### src/hdl/ttrl_pkg.sv
// shared types, sizes and codes for the telemetry ring lookup unit
// no dependencies
package ttrl_pkg;

  localparam int DEPTH = 64;
  localparam int AW    = $clog2(DEPTH);
  localparam int SW    = AW + 2;

  localparam logic [1:0] ST_EXACT   = 2'd0;
  localparam logic [1:0] ST_MID     = 2'd1;
  localparam logic [1:0] ST_WAIT    = 2'd2;
  localparam logic [1:0] ST_DISCARD = 2'd3;

  localparam logic KIND_STORE = 1'b0;
  localparam logic KIND_QUERY = 1'b1;

  typedef struct packed {
    logic [30:0] lat;
    logic [31:0] lon;
    logic [31:0] alt;
    logic [15:0] vx;
    logic [15:0] vy;
    logic [15:0] vz;
    logic [15:0] roll;
    logic [15:0] pitch;
    logic [15:0] yaw;
  } rec_t;

  typedef struct packed {
    logic        kind;
    logic [31:0] stamp;
    rec_t        rec;
  } item_t;

  typedef struct packed {
    logic [1:0]  status;
    logic [31:0] stamp;
    rec_t        rec;
  } result_t;

  function automatic logic [15:0] avg16(logic [15:0] a, logic [15:0] b);
    logic [16:0] s;
    s = {a[15], a} + {b[15], b};
    return s[16:1];
  endfunction

  function automatic logic [31:0] avg32(logic [31:0] a, logic [31:0] b);
    logic [32:0] s;
    s = {a[31], a} + {b[31], b};
    return s[32:1];
  endfunction

  function automatic rec_t rec_avg(rec_t a, rec_t b);
    rec_t        r;
    logic [31:0] s;
    s       = {a.lat[30], a.lat} + {b.lat[30], b.lat};
    r.lat   = s[31:1];
    r.lon   = avg32(a.lon, b.lon);
    r.alt   = avg32(a.alt, b.alt);
    r.vx    = avg16(a.vx, b.vx);
    r.vy    = avg16(a.vy, b.vy);
    r.vz    = avg16(a.vz, b.vz);
    r.roll  = avg16(a.roll, b.roll);
    r.pitch = avg16(a.pitch, b.pitch);
    r.yaw   = avg16(a.yaw, b.yaw);
    return r;
  endfunction

endpackage

### src/hdl/ttrl_front.sv
// front end: takes input transfers and queues decoded items in a two-entry queue
// depends on ttrl_pkg
module ttrl_front (
  input  logic           clk,
  input  logic           rst,
  input  logic           in_valid,
  output logic           in_ready,
  input  ttrl_pkg::item_t in_item,
  output logic           q_valid,
  output ttrl_pkg::item_t q_item,
  input  logic           q_pop
);
  import ttrl_pkg::*;

  item_t       slots [2];
  logic        wr_ptr;
  logic        rd_ptr;
  logic [1:0]  count;
  logic        push;
  logic        pop;

  assign in_ready = (count != 2'd2);
  assign push     = in_valid && in_ready;
  assign pop      = q_pop && q_valid;
  assign q_valid  = (count != 2'd0);
  assign q_item   = slots[rd_ptr];

  always_ff @(posedge clk) begin
    if (push) begin
      slots[wr_ptr] <= in_item;
    end
  end

  always_ff @(posedge clk) begin
    if (rst) begin
      wr_ptr <= 1'b0;
      rd_ptr <= 1'b0;
      count  <= 2'd0;
    end else begin
      if (push) wr_ptr <= ~wr_ptr;
      if (pop) rd_ptr <= ~rd_ptr;
      count <= count + {1'b0, push} - {1'b0, pop};
    end
  end

endmodule

### config.mk
export PLATFORM = sky130hd
export DESIGN_NAME = ttrl_front
export DESIGN_NICKNAME = d
export VERILOG_FILES = /design/src/hdl/ttrl_pkg.sv /design/src/hdl/ttrl_front.sv
export SDC_FILE = /design/constraint.sdc
export NUM_CORES = 1
export LEC_CHECK = 0
export BUFFER_PORTS_ARGS = -buffer_cell sky130_fd_sc_hd__buf_2
export CELL_PAD_IN_SITES_DETAIL_PLACEMENT = 1
export CELL_PAD_IN_SITES_GLOBAL_PLACEMENT = 2
export CORE_ASPECT_RATIO = 0.75
export CORE_MARGIN = 2
export CORE_UTILIZATION = 39
export CTS_CLUSTER_SIZE = 28
export DETAILED_ROUTE_END_ITERATION = 16
export PLACE_DENSITY = 0.78
export SLEW_MARGIN = 10
export SYNTH_ARGS = -nofsm -noshare
export SYNTH_HDL_FRONTEND = slang
export SYNTH_SLANG_ARGS = --single-unit
### constraint.sdc
create_clock -name clk -period 14.6 [get_ports clk]
set_input_delay 0.73 -clock clk [delete_from_list [all_inputs] [get_ports clk]]
set_output_delay 0.73 -clock clk [all_outputs]
set_load 0.005 [all_outputs]
[Word level (Yosys, flattened, before mapping)]
Memories as Yosys holds them, arrays and structs flattened. A register that Yosys moved wholly into a read port is not among the register bits.
Cells that the tools add are included.
Word-level totals
  bits in writable memories: 448
  output and inout port bits: 226
  memories kept: 1
  logic and storage cells: 16
  flip-flop bits (word level): 4
  input port bits: 228
Operators by class
  multiplexer cells: 4
  bitwise logic cells: 2
  reductions and logical operators: 3
  $add $sub $neg: 2
  equality and inequality tests: 1
Memory list
  slots: depth 2, width 224, read ports 1, clocked after memory_dff 1, write ports 1, line ttrl_front.sv:15  | item_t slots [2];
Operator list (number)
  two-way mux 1 bit: 4
  adder 2 x 1 -> 2 bit: 1
  logical AND 1 bit: 2
  inequality test 2 bit (second input constant): 1
  inverter 1 bit: 2
  nonzero test 2 bit: 1
  subtractor 2 x 1 -> 2 bit: 1

[Logic depth before layout (Yosys ltp)]
  depth in word-level cells: 4
  gate-level depth with buffers: 8
  gate-level depth less buffers: 8

[Least setup slack after synthesis]
Ideal clock, no wire load.
  path type: in2reg
  from: input in_valid
  to: memory slots[0][0] (netlist name) (enable)
  setup slack: 3.691 ns
  path buffers: 0
  required time: 13.788 ns
  arrival: 10.097 ns
  library setup time: 0.812 ns
  stages: 2
  path through: nand2_1 > nor2_1
Between the ends
  cells in the longest elaborated chain, start to end: 3
Ends and longest elaborated chain
  start, declared: line ttrl_front.sv:6  | input logic in_valid,
  logical AND 1 bit: line ttrl_front.sv:23  | assign push = in_valid && in_ready;
  two-way mux 1 bit: line ttrl_front.sv:29  | if (push) begin
  two-way mux 1 bit (not written as such): line ttrl_front.sv:30  | slots[wr_ptr] <= in_item;
  end, declared: line ttrl_front.sv:15
No other way between the ends.

==> results.md <==
* Tightest Hold Check Type: input port to flop
* PostCTS Resize Cnt at 0
* Share of layout cells above drive strength 1 at 60.9%
* R2R depth at 4
* Endpoints failing setup at 0
* Clock Tree Root: clkbuf_16
* #FFs+latches synth at 453
* Total die area at 0.0454 mm²
* Crit-path max cell delay at 0.96 ns
* CP max-delay cell: dfxtp_4
* Critical path class: flop to output port
* Final nets at 1436
* Drt wl/cell at 21.0 µm
* Final instance area at 0.0214 mm²
* CTS clock-pin slew for the worst setup and hold paths at 0.06 ns
* Setup TNS at 0 ns
* Syn_area_per_cell at 23.6 µm²
* Vias in the first global route at 8940
* Worst Max-Slew Pin Slew at 1.09 ns
* Initial DRC Count at 353
* Final hold vios at 0
* R2r startpoint: count[0]$_SDFF_PP0_
* WP buf/inv at 3
* Min-delay src: in_item[22]
* Yosys cell types at 17
* Max Fclk at 212 MHz
* Area grow syn2layout at 25.4%
* Max Cap Viol at 0
* Placement row count at 66
* Max Root-Sink Buffers at 3
* Slew Limit Fails at 0
* CTS Sinks at 453
* Vias at 8461
* I/O pin cnt at 454
* CP Cell Sequence: buf_4 -> buf_4 -> mux2_2 -> buf_2
* Post-Place Cell Area at 0.0199 mm²
* Worst skew pair latency at 0.57 ns
* Seq/Total Area, Yosys at 79.5%
* CORE AREA at 0.0433 mm²
* Critical path endpoint category: output port
* Input/output buffers at 453
* CTS tree: done
* Routability cong. at 0.781
* CTS Buf Count at 45
* Critical path fanouts, max at 66
* Hpwl dp at 26200 µm
* Power Density at 172 mW/mm²
* Antenna violations before repair at 9
* Post-CTS setup buffer count at 0
* Initial Utilization at 39.4%
* Hold Path End: slots[1][22]$_DFFE_PP_
* Largest net degree at the start of global routing at 75
* Post-Syn Nets at 951
* Total power at 3.68 mW
* Worst vdd ir at 124 µV
* Arr. time, crit path at 3.99 ns
* Pre-CTS setup slack at 10.45 ns
* Pre-antenna DRT Iters at 6
* Lkg Pwr at 8.23 nW
* CTS H-tree lvls at 2
* Die width at 245 µm
* Most used cell, CP: buf_4
* Relative max-transition margin at 27.2%
* Synth Instances at 721
* Syn Std Cell Area at 0.0170 mm²
* Min-Delay Path Depth at 1
* Flop2flop setup slack at 11.32 ns
* Total Wirelength at 38200 µm
* Post-route setup slack at 9.88 ns
* DR vias/cell at 4.64
* RSZ-0062 raised after global routing: no
* Worst reg2reg path endpoint: slots[1][70]$_DFFE_PP_
* Yosys warns at 0
* DRT antenna net count at 0
* Setup Skew at 0.0223 ns
* Startpoint Class: flop
* Worst endpoint required time at 13.87 ns
* Status: finished clean
* CTS hold repair buffers at 0
* Final Cycle Share at 32.3%
* Gr usage total at 16.2%
* Die Ht at 185 µm
* DRC errors left at 0
* Post-route minimum period at 4.72 ns
* Dominant delay contributor by cell family on the critical path: buffers and inverters
* Finished Core Util at 49.4%
* Total gr overflow at 0
* First-pass GRT wire length at 55000 µm
==> how the worst max path moves through the flow <==
stage | from | to | slack, ns | cells past startpoint
after global placement | flop | q_item[2] | 10.51 | 4
after CTS | flop | q_item[2] | 9.80 | 4
final | flop | q_item[2] | 9.88 | 4
after detailed placement | flop | q_item[2] | 10.45 | 4
after floorplan | in_valid | slots[0][0]$_DFFE_PP_ | 3.69 | 2
after global routing | flop | q_item[2] | 9.64 | 4
==> final cells by class <==
type | count | area [µm²]
diodes | 5 | 12.5
clock buffers | 51 | 1150
clock inverters | 31 | 333
fillers | 4126 | 21900
inverters | 1 | 3.75
multi-input cells | 242 | 3260
flip-flops and latches | 453 | 13600
well taps | 578 | 723
repair buffers | 463 | 2340
==> through the flow <==
stage          hold slack (ns)  instances
4_1_cts                  0.301       1819
5_1_grt                  0.304       1820
3_3_place_gp             0.498       1737
6_report                 0.342       1824
2_1_floorplan            0.481        721
3_5_place_dp             0.514       1737
==> registers in the layout, indices dropped and copies added, names as in the netlist, named ones only <==
signal and cells:
wr_ptr 1, rd_ptr 1, count 2, slots 448
==> cells in the mapped netlist <==
master | instances | share of area [%]
and3_1 | 1 | 0.037
buf_2 | 6 | 0.18
buf_6 | 19 | 1.3
dfxtp_1 | 5 | 0.59
edfxtp_1 | 448 | 79
ha_1 | 2 | 0.15
inv_1 | 1 | 0.022
mux2_2 | 65 | 4.3
mux2_4 | 160 | 14
nand2_1 | 1 | 0.022
nand2b_1 | 1 | 0.037
nor2_1 | 5 | 0.11
nor2b_1 | 2 | 0.073
o21a_1 | 1 | 0.044
or2_2 | 1 | 0.037
xnor2_1 | 2 | 0.10
xor2_1 | 1 | 0.051
==> metal layers <==
| layer | part of all wire [%] | vias to the layer above | wire length, µm | global-route usage, % |
|---|---|---|---|---|
| met5 | 0.12 | - | 46 | 0 |
| li1 | - | 3860 | - | - |
| met3 | 8.0 | 59 | 3070 | 5.26 |
| met2 | 50 | 292 | 19100 | 27.4 |
| met1 | 40 | 4242 | 15400 | 20.2 |
| met4 | 1.8 | 8 | 706 | 4.22 |
==> logic make-up after synthesis <==
logic type	after synthesis	share of synthesized area, %
AOI/OAI and AO/OA	1	0.0441
xor gates and xnor gates	3	0.154
adders and majority gates	2	0.147
buffers and inverters	26	1.45
DFF	453	79.5
muxes	225	18.4
and+or+nand+nor	11	0.316
==> worst reg2reg max path, stage by stage (launching register included) <==
cell      delay (ns)
dfxtp_1         0.38
nand2b_1        0.25
and3_4          0.53
buf_4           0.74
buf_4           0.88
==> power by group <==
part | total [mW] | switching [mW] | internal, mW
clock | 1.15 | 0.489 | 0.661
sequential | 1.70 | 0.0688 | 1.64
combinational | 0.825 | 0.384 | 0.440
==> cell usage in the layout (no fill, tap or decap), drive strengths merged <==
| cell | count |
|---|---|
| nand2b | 1 |
| dfxtp | 5 |
| and3 | 1 |
| clkinvlp | 1 |
| xnor2 | 2 |
| nand2 | 1 |
| or2 | 1 |
| clkbuf | 51 |
| edfxtp | 448 |
| nor2b | 2 |
| inv | 3 |
| mux2 | 225 |
| xor2 | 1 |
| clkinv | 23 |
| nor2 | 5 |
| o21a | 1 |
| buf | 463 |
| ha | 2 |
| diode | 5 |
| bufinv | 5 |
(Power assumes the default switching activity.)
